$ cat config.mk
export PLATFORM = sky130hd
export DESIGN_NAME = c8wfc_core
export DESIGN_NICKNAME = d
export VERILOG_FILES = /design/src/rtl/c8wfc_pkg.sv /design/src/rtl/c8wfc_core.sv
export SDC_FILE = /design/constraint.sdc
export NUM_CORES = 1
export LEC_CHECK = 0
export BUFFER_PORTS_ARGS = -buffer_cell sky130_fd_sc_hd__buf_2
export CAP_MARGIN = 15
export CELL_PAD_IN_SITES_DETAIL_PLACEMENT = 2
export CELL_PAD_IN_SITES_GLOBAL_PLACEMENT = 2
export CORE_MARGIN = 2
export CORE_UTILIZATION = 36
export CTS_BUF_LIST = sky130_fd_sc_hd__clkbuf_8
export DETAILED_ROUTE_END_ITERATION = 6
export HOLD_SLACK_MARGIN = 0.02
export PLACE_DENSITY = 0.89
export SYNTH_ARGS = -nofsm -noshare
export SYNTH_HDL_FRONTEND = slang
export SYNTH_SLANG_ARGS = --single-unit
$ cat constraint.sdc
create_clock -name clk -period 6.25 [get_ports clk]
set_input_delay 0.3125 -clock clk [delete_from_list [all_inputs] [get_ports clk]]
set_output_delay 0.3125 -clock clk [all_outputs]
set_load 0.05 [all_outputs]
$ cat src/rtl/c8wfc_pkg.sv
// ----------------------------------------------------------------------------
// c8wfc_pkg
// shared types, constants and the crc-8 byte update for the word frame checker
// ----------------------------------------------------------------------------
package c8wfc_pkg;

  localparam int unsigned WORD_LIMIT_DEF = 6;

  localparam logic [7:0] CRC_POLY = 8'h31;
  localparam logic [7:0] CRC_SEED = 8'hFF;

  // position inside the msb / lsb / crc triplet
  typedef enum logic [1:0] {
    PH_MSB = 2'd0,
    PH_LSB = 2'd1,
    PH_CRC = 2'd2
  } phase_t;

  // one result beat as produced by the checker core
  typedef struct packed {
    logic        valid;
    logic [15:0] data_word;
    logic        status;
    logic        last;
  } result_t;

  localparam logic STATUS_MATCH = 1'b0;
  localparam logic STATUS_ERR   = 1'b1;

  // crc-8, msb first, one byte
  function automatic logic [7:0] crc8_update(input logic [7:0] crc, input logic [7:0] b);
    logic [7:0] c;
    c = crc ^ b;
    for (int k = 0; k < 8; k++) begin
      if (c[7]) begin
        c = {c[6:0], 1'b0} ^ CRC_POLY;
      end else begin
        c = {c[6:0], 1'b0};
      end
    end
    return c;
  endfunction

endpackage

$ cat src/rtl/c8wfc_core.sv
// ----------------------------------------------------------------------------
// c8wfc_core
// transaction state and crc check, one byte per enabled cycle
// ----------------------------------------------------------------------------
module c8wfc_core
  import c8wfc_pkg::*;
#(
  parameter int unsigned WORD_LIMIT = WORD_LIMIT_DEF
) (
  input  logic       clk,
  input  logic       rst,
  input  logic       en,
  input  logic [7:0] rx_byte,
  input  logic       frame_start,
  input  logic [2:0] word_count,
  output result_t    res
);

  localparam int unsigned WLW = $clog2(WORD_LIMIT);
  localparam logic [WLW-1:0] WL_MAX = WLW'(WORD_LIMIT - 1);

  phase_t         phase, phase_next;
  logic [7:0]     high_byte, high_byte_next;
  logic [7:0]     low_byte, low_byte_next;
  logic [7:0]     running_crc, running_crc_next;
  logic [WLW-1:0] words_left, words_left_next;

  always_comb begin
    phase_next       = phase;
    high_byte_next   = high_byte;
    low_byte_next    = low_byte;
    running_crc_next = running_crc;
    words_left_next  = words_left;
    res              = '0;

    if (frame_start) begin
      // saturate oversized counts
      if (32'(word_count) > 32'(WORD_LIMIT - 1)) begin
        words_left_next = WL_MAX;
      end else begin
        words_left_next = WLW'(word_count);
      end
      phase_next       = PH_MSB;
      running_crc_next = CRC_SEED;
    end

    if (words_left_next != '0) begin
      case (phase_next)
        PH_LSB: begin
          low_byte_next    = rx_byte;
          running_crc_next = crc8_update(running_crc_next, rx_byte);
          phase_next       = PH_CRC;
        end
        PH_CRC: begin
          res.valid        = 1'b1;
          phase_next       = PH_MSB;
          if (running_crc_next == rx_byte) begin
            words_left_next = words_left_next - WLW'(1);
            res.data_word   = {high_byte_next, low_byte_next};
            res.status      = STATUS_MATCH;
            res.last        = (words_left_next == '0);
          end else begin
            words_left_next = '0;
            res.status      = STATUS_ERR;
            res.last        = 1'b1;
          end
          running_crc_next = CRC_SEED;
        end
        default: begin
          // msb, also the unused phase code
          high_byte_next   = rx_byte;
          running_crc_next = crc8_update(CRC_SEED, rx_byte);
          phase_next       = PH_LSB;
        end
      endcase
    end

    if (!en) begin
      res.valid = 1'b0;
    end
  end

  always_ff @(posedge clk) begin
    if (rst) begin
      phase       <= PH_MSB;
      high_byte   <= '0;
      low_byte    <= '0;
      running_crc <= CRC_SEED;
      words_left  <= '0;
    end else if (en) begin
      phase       <= phase_next;
      high_byte   <= high_byte_next;
      low_byte    <= low_byte_next;
      running_crc <= running_crc_next;
      words_left  <= words_left_next;
    end
  end

  // an error result always closes the transaction
  assert property (@(posedge clk) disable iff (rst)
    res.valid && res.status == STATUS_ERR |=> words_left == '0)
    else $error("words left after crc error");

  // a result only comes from a crc byte of a running transaction
  assert property (@(posedge clk) disable iff (rst)
    res.valid |-> phase == PH_CRC && !frame_start && words_left != '0)
    else $error("result outside crc phase");

  // a result marked last leaves the block idle
  assert property (@(posedge clk) disable iff (rst)
    res.valid && res.last |=> words_left == '0)
    else $error("block not idle after last result");

  // count never goes past the saturation value
  assert property (@(posedge clk) disable iff (rst)
    words_left <= WL_MAX)
    else $error("words left above limit");

endmodule

==> results of run 1 <==
synth_stat cells (3+ instances only):
library cell	count	share of area
xor2_1	9	0.036
nand3_1	21	0.048
ha_1	5	0.029
a21oi_1	41	0.094
xnor2_1	17	0.068
o22ai_1	5	0.014
inv_1	5	0.0086
nand3b_1	3	0.010
buf_2	13	0.030
nor2b_1	5	0.014
nor2_1	15	0.026
a21o_1	5	0.017
o21ai_0	5	0.011
and2_1	18	0.051
nor4_1	4	0.011
or3_1	8	0.023
mux2i_1	7	0.032
clkbuf_1	11	0.019
nor4bb_1	4	0.018
nand2_1	31	0.053
dfxtp_1	29	0.27
nand2b_1	5	0.014
o2111ai_1	3	0.012
cell type report:
| cell class | instances | area (sq um) | area share |
|---|---|---|---|
| Multi-Input combinational cell | 228 | 1463 | 0.6048 |
| Sequential cell | 29 | 580.6 | 0.2400 |
| Timing Repair Buffer | 34 | 172.7 | 0.07139 |
| Tap cell | 75 | 93.84 | 0.03880 |
| Clock buffer | 5 | 68.82 | 0.02845 |
| Inverter | 6 | 22.52 | 0.009312 |
| Clock inverter | 3 | 17.52 | 0.007243 |
sequential cells by signal, summed over array words and instances, names as in the netlist:
name,count
high_byte,8
low_byte,8
running_crc,8
words_left,3
phase,2
metal layers:
layer	vias up	GRT usage
li1	1016	-
met3	24	0.04505
met5	-	0
met1	1109	0.3087
met2	66	0.4512
met4	0	0.07833
metrics by stage:
step	setup WS, ns	total power [uW]	area (sq um)
floorplan	2.778	333.9	2188
global placement	3.191	362.4	2332
detailed placement	2.987	373.2	2332
CTS	2.865	539.1	2419
global route	2.664	566.3	2419
finish	2.904	537.7	2419
power by group through the flow:
stage	logic, uW	registers (uW)	clock network [uW]
floorplan	129	205	0
global placement	148	214	0
global route	179	214	173
finish	164	212	162
detailed placement	158	216	0
CTS	163	212	165
worst max path at each step:
stage                          to  slack (ns)  cells after the start
after CTS                 res[17]        2.86                      7
final                     res[17]        2.90                      7
after global placement     res[8]        3.19                      9
after detailed placement  res[17]        2.99                      9
after global routing       res[9]        2.66                      7
after floorplan            res[0]        2.78                     10
critical path, delay by kind of cell, from the launching register on:
family / cells / cell delay (ns)
AO/OA/AOI/OAI: 2 / 0.39
buffers and inverters: 1 / 0.27
AND/OR/NAND/NOR: 4 / 1.54
flip-flops: 1 / 0.52
cell families after synthesis:
| logic type | synth area share |
|---|---|
| muxes | 0.03202 |
| DFF | 0.2653 |
| xor gates and xnor gates | 0.1504 |
| buffers and inverters | 0.06747 |
| adders and majority gates | 0.02859 |
| AOI/OAI and AO/OA | 0.1664 |
| and+or+nand+nor | 0.2899 |
==> flow_summary.toml, run 1 <==
[floorplan]
coreArea_sq_um = 5886
initial_core_util = 0.3718
die-area_sq_um = 6718
die_w_um = 81.97
fp-row-count = 28
io_pins = 34
die_height_um = 81.97

[timing]
rsz0062_at_grt = "false"
final.min_clock_period_ns = 3.346
fin_hold_ws_ns = 0.3666
fmax_mhz = 298.9
relSlewSlack = 0.4309
slew_viol_final = 0
fin_worst_skew_ns = 0.01247
worst_pin_slew_ns = 0.8536
setup_viol = 0
tns_ns = 0
hold_viol_final = 0
min_period_over_period = 0.5354

[drt]
wl_met2_mm = 4.093
drcViolationCount = 0
vias_per_cell = 5.829
drt_wl_total_mm = 8.013
vias = 2215
drt-met1-wl_mm = 3.358
wire_per_inst_um = 21.09
ant_nets = 0
dr.pass1.iters = 4
top_layer = "met4"
wl_met3_um = 347
drt_iter0_drc = 117

[synth]
synth-seq-area-share = 0.2653
avgSynthCellArea_sq_um = 7.546
syn_area_sq_um = 2188
yosysWarnings = 0
synth_seq_cells = 29
synth_edf_count = 0
async_reset_ff_frac = 0
synth.net_count = 310
ys_types = 40
ys.flop_type = "dfxtp_1"
netlist_instances = 290

[final_layout]
mostFrequentLayoutCell = "a21oi_1"
drive_above_1_share = 0.1607
diodes = 0
area_growth_syn_to_layout_pct = 10.52
final_cell_mix = "a21oi_1 (41), buf_2 (33), nand2_1 (31), dfxtp_1 (29), nand3_1 (21)"
instances_no_fill = 380
fill_cells = 687
nNetsFinal = 324
final_core_util = 0.4109

[placement]
io_buffers = 33
gp_congestion = 0.7865
place_inst = 372
dpl.hpwl_mm = 5.305

[setup_path]
max_stage_delay_ns = 0.67
startpoint = "running_crc[1]$_SDFFE_PP1P_"
crit_chain = "nor4bb_1, a21oi_1, o22ai_1, nand4_1, nor2_1, and2_1, buf_2"
r2r-start = "phase[1]$_SDFFE_PP0P_"
crit_type = "register to output port"
worstPathMaxFanout = 16
start_kind = "register"
cp_data_required_time_ns = 5.94
worstPathArrival_ns = 3.03
cp_slowest_cell = "nor2_1"
reg2reg_slack_ns = 3.82
r2r_cells = 8
cp-end-kind = "output port"
timing.rr.end = "running_crc[6]$_SDFFE_PP1P_"

[power_and_ir_drop]
cellPowerDensity_nw_per_um2 = 222.3
irDropWorstVdd_v = 0.00008124
p_seq_frac = 0.394
p_switching_uw = 199.6
leakage_uw = 0.0009935
sw_frac_of_total = 0.3713
power.share.combinational = 0.305
p_int_uw = 338.1
power_frac_clock = 0.301

[worst_hold_path]
hp-start = "en"
hp-class = "input pin to register"
min_path_cells = 3
holdPathEnd = "words_left[1]$_SDFFE_PP0P_"

[clock_network]
clockRootBuffer = "clkbuf_8"
cts_htree_levels = 2
ctsResizeCount = 0
clock_latency_ns = 0.30
clock_path_buffers = 2
clock-sinks = 29
post-cts-setup-buffers = 0
cts_tree = "done"
postCtsHoldBufs = 0
cts.clk_slew.worst_paths_ns = 0.08
numCtsBuffers = 5

[run_status]
status = "complete, no violations"

[global_routing]
gr-total-overflow = 0
grt_pass1_vias = 2337
grt_pass1_wl_mm = 12.58
track_usage = 0.2536
antenna_found_initial = 0
grt_max_degree = 34

[flow_run]
maxCapViolCount = 0
No activity file was read; power rests on OpenSTA's default activity.
==> run 2, diff against run 1 <==
- CORE_UTILIZATION: 36 -> 30
- PLACE_DENSITY: 0.89 -> 0.79
- clock period: 6.25 -> 2.97 ns (I/O delays scaled with it)
==> flow_summary.toml, run 2 (synthesis gave the netlist of run 1 again) <==
[drt]
drt_wl_total_mm = 7.359
vias = 2136
dr.pass1.iters = 4
wire_per_inst_um = 17.99
ant_nets = 0
drt_iter0_drc = 68
vias_per_cell = 5.222
drcViolationCount = 0

[setup_path]
crit_type = "register to output port"
max_stage_delay_ns = 0.40
worstPathArrival_ns = 2.44
start_kind = "register"
cp_common_cell = "ha_1"
cp-end-kind = "output port"
cp_data_required_time_ns = 2.82
crit_family = "compound AO/OA/AOI/OAI gates"
critPathBufInv = 1
crit_chain = "nor2_1, a21o_1, ha_1, ha_1, nand2b_1, a41oi_2, o21bai_1, buf_2"
cp_slowest_cell = "a41oi_2"
worstPathMaxFanout = 6

[final_layout]
mostFrequentLayoutCell = "a21oi_1"
regArea_sq_um = 580.6
nNetsFinal = 329
multi_input_area_sq_um = 1470
diodes = 0
fill_cells = 847
drive_above_1_share = 0.1774
area_growth_syn_to_layout_pct = 16.70
final_cell_mix = "a21oi_1 (41), buf_2 (33), nand2_1 (31), dfxtp_1 (29), nand3_1 (21)"
instances_no_fill = 409
top_regs = "high_byte x8, low_byte x8, running_crc x8"
final_core_util = 0.3559

[power_and_ir_drop]
power.share.combinational = 0.265
p_seq_frac = 0.343
irDropWorstVdd_v = 0.0001470
p_switching_uw = 408.2
total_power_uw = 1298
power_frac_clock = 0.393
leakage_uw = 0.001046
cellPowerDensity_nw_per_um2 = 508.1
sw_frac_of_total = 0.3146
p_int_uw = 889.5

[timing]
fin_worst_skew_ns = 0.008421
min_period_over_period = 0.8716
fin_hold_ws_ns = 0.1756
worst_pin_slew_ns = 0.6044
setup_viol = 0
relSlewSlack = 0.5971
hold_viol_final = 0
fmax_mhz = 386.3
slew_viol_final = 0
tns_ns = 0
rsz0062_at_grt = "false"
final.min_clock_period_ns = 2.589

[run_status]
status = "complete, no violations"

[floorplan]
fp-row-count = 31
initial_core_util = 0.3050
io_pins = 34
coreArea_sq_um = 7176
die_w_um = 89.41
die-area_sq_um = 7993
die_height_um = 89.41

[clock_network]
post-cts-setup-buffers = 0
cts_htree_levels = 2
clock-sinks = 29
ctsResizeCount = 0
cts.clk_slew.worst_paths_ns = 0.07
postCtsHoldBufs = 0
clock_latency_ns = 0.29
cts_tree = "done"
clock_path_buffers = 2
clockRootBuffer = "clkbuf_8"
numCtsBuffers = 5

[global_routing]
grt_pass1_vias = 2330
gr-total-overflow = 0
grt_pass1_wl_mm = 11.78
antenna_found_initial = 0
track_usage = 0.1971
grt_max_degree = 34

[placement]
place_inst = 401
io_buffers = 33
dpl.hpwl_mm = 5.211
gp_congestion = 0.8110

[flow_run]
maxCapViolCount = 0

[worst_hold_path]
hp-class = "input pin to register"
[run 2: area by class of cell]
| cell class | instances | area share |
|---|---|---|
| tap | 99 | 0.04851 |
| multi-input combinational | 228 | 0.5757 |
| clock inverter | 3 | 0.02548 |
| inverter | 6 | 0.008819 |
| sequential | 29 | 0.2273 |
| timing repair buffer | 39 | 0.08721 |
| clock buffer | 5 | 0.02695 |
[run 2: per-layer routing]
layer | share of wire | track usage
met1 | 0.46 | 0.2415
met2 | 0.51 | 0.3515
met3 | 0.024 | 0.03786
met4 | 0.012 | 0.05292
met5 | 0 | 0
[run 2: metrics by stage]
step | worst slack (ns) | cell area, sq um
2_1_floorplan | 0.2009 | 2196
3_3_place_gp | 0.7814 | 2420
3_5_place_dp | 0.6993 | 2420
4_1_cts | 0.3474 | 2554
5_1_grt | 0.2474 | 2554
6_report | 0.3814 | 2554
[run 2: worst paths after layout]
kind / startpoint / to / slack [ns] / cells after the start
worst max-delay path: words_left[0]$_SDFFE_PP0P_ / res[0] / 0.38 / 8
worst min-delay path: rx_byte[1] / low_byte[1]$_SDFFE_PP0P_ / 0.18 / 3
worst max register to register: words_left[0]$_SDFFE_PP0P_ / words_left[0]$_SDFFE_PP0P_ / 0.85 / 8
worst min register to register: high_byte[7]$_SDFFE_PP0P_ / high_byte[7]$_SDFFE_PP0P_ / 0.46 / 2
[run 2: power groups by stage]
stage	registers (uW)	logic [uW]	clock network (uW)
global placement	451	328	0
CTS	444	346	520
detailed placement	452	340	0
floorplan	432	272	0
global route	449	381	535
finish	445	344	509
[run 2: tightest hold or removal path, stage by stage]
cell and delay, ns:
buf_2 0.15, nand3_1 0.07, a21oi_1 0.05
==> run 3, diff against run 2 <==
- GPL_TIMING_DRIVEN: not set -> 0
==> flow_summary.toml, run 3 (synthesis gave the netlist of run 1 again) <==
[run_status]
status = "complete, no violations"

[drt]
wire_per_inst_um = 17.98
vias_per_cell = 5.162
drt_iter0_drc = 55
vias = 2173
drcViolationCount = 0
ant_nets = 0
drt_wl_total_mm = 7.570
dr.pass1.iters = 4

[floorplan]
die_w_um = 89.41
coreArea_sq_um = 7176
fp-row-count = 31
die_height_um = 89.41
initial_core_util = 0.3050
die-area_sq_um = 7993
io_pins = 34

[final_layout]
diodes = 0
area_growth_syn_to_layout_pct = 18.52
final_cell_mix = "a21oi_1 (41), buf_2 (37), nand2_1 (31), dfxtp_1 (29), nand3_1 (21)"
mostFrequentLayoutCell = "a21oi_1"
top_regs = "high_byte x8, low_byte x8, running_crc x8"
drive_above_1_share = 0.1801
instances_no_fill = 421
fill_cells = 862
nNetsFinal = 341

[clock_network]
cts_htree_levels = 2
numCtsBuffers = 5
clock_path_buffers = 2
cts.clk_slew.worst_paths_ns = 0.07
clock-sinks = 29
clock_latency_ns = 0.30
clockRootBuffer = "clkbuf_8"
cts_tree = "done"
postCtsHoldBufs = 0

[global_routing]
grt_max_degree = 20
gr-total-overflow = 0
grt_pass1_wl_mm = 12.00
grt_pass1_vias = 2215
track_usage = 0.2018
antenna_found_initial = 0

[timing]
min_period_over_period = 0.9192
hold_viol_final = 0
worst_pin_slew_ns = 0.5654
fin_worst_skew_ns = 0.006369
setup_viol = 0
final.min_clock_period_ns = 2.730
slew_viol_final = 0
rsz0062_at_grt = "false"
relSlewSlack = 0.6231
tns_ns = 0
fmax_mhz = 366.3

[setup_path]
r2r_cells = 9
startpoint = "running_crc[2]$_SDFFE_PP1P_"
reg2reg_slack_ns = 0.47
crit_type = "register to output port"
start_kind = "register"
cp-end-kind = "output port"
r2r-start = "words_left[0]$_SDFFE_PP0P_"
cp_data_required_time_ns = 2.82
worstPathMaxFanout = 10
worstPathArrival_ns = 2.58

[flow_run]
maxCapViolCount = 0

[placement]
gp_congestion = 0.8179
io_buffers = 26
place_inst = 415
dpl.hpwl_mm = 5.556

[worst_hold_path]
hp-start = "rst"
hp-class = "input pin to register"
min_path_cells = 2

[power_and_ir_drop]
irDropWorstVdd_v = 0.0001499
total_power_uw = 1306
cellPowerDensity_nw_per_um2 = 503.4
leakage_uw = 0.001056
[run 3: changes by cell type in the layout (fill, tap and decap cells not counted), sizes merged]
cell | before | now
clkbuf | 5 | 16
buf | 39 | 40
[run 3: layout make-up]
class	count	area [sq um]	area share
multi-input cells	228	1480	0.5707
plain buffers	25	122.6	0.04727
clock buffers	5	68.82	0.02653
repair buffers	26	130.1	0.05017
flip-flops and latches	29	580.6	0.2238
well taps	99	123.9	0.04776
clock inverters	3	65.06	0.02508
inverters	6	22.52	0.008683
[run 3: metrics by stage]
| stage | cell area [sq um] | worst slack [ns] | hold slack (ns) | utilization |
|---|---|---|---|---|
| finish | 2594 | 0.2399 | 0.1054 | 0.3615 |
| global route | 2594 | 0.009376 | 0.1286 | 0.3615 |
| CTS | 2589 | 0.08683 | 0.1136 | 0.3608 |
| detailed placement | 2450 | -0.3391 | 0.4227 | 0.3414 |
| global placement | 2450 | -0.2615 | 0.4142 | 0.3414 |
| floorplan | 2196 | 0.2009 | 0.2522 | - |
[run 3: report_power, final]
| part | internal [uW] | switching, uW |
|---|---|---|
| sequential | 413 | 15.5 |
| clock | 333 | 178 |
| combinational | 144 | 221 |
| total | 891 | 415 |
[run 3: layer usage]
layer / wire length, um / GRT usage / up-vias / part of all wire
li1: - / - / 1059 / -
met1: 3420 / 0.2547 / 1079 / 0.45
met2: 3923 / 0.3596 / 28 / 0.52
met3: 156 / 0.03139 / 7 / 0.021
met4: 70 / 0.04749 / 0 / 0.0092
met5: 0 / 0 / - / 0
[run 3: path summary, 6_finish.rpt]
check,endpoint
worst max-delay path,res[17]
worst min-delay path,running_crc[5]$_SDFFE_PP1P_
worst max register to register,low_byte[2]$_SDFFE_PP0P_
worst min register to register,high_byte[7]$_SDFFE_PP0P_
[run 3: worst max-delay path, cell delays in order (launching register included)]
cell and delay, ns:
dfxtp_1 0.30, clkbuf_1 0.22, nor4bb_1 0.35, a21oi_1 0.09, o22ai_1 0.28, nand4_1 0.22
nor2_4 0.21, buf_2 0.20, and2_1 0.14, buf_2 0.26
[run 3: what timing repair did]
action | in CTS | in global routing
endpoints found under the setup margin | 13 | 10
resized for setup | 4 | 2
gates cloned | 0 | 0
buffers inserted | 0 | 0
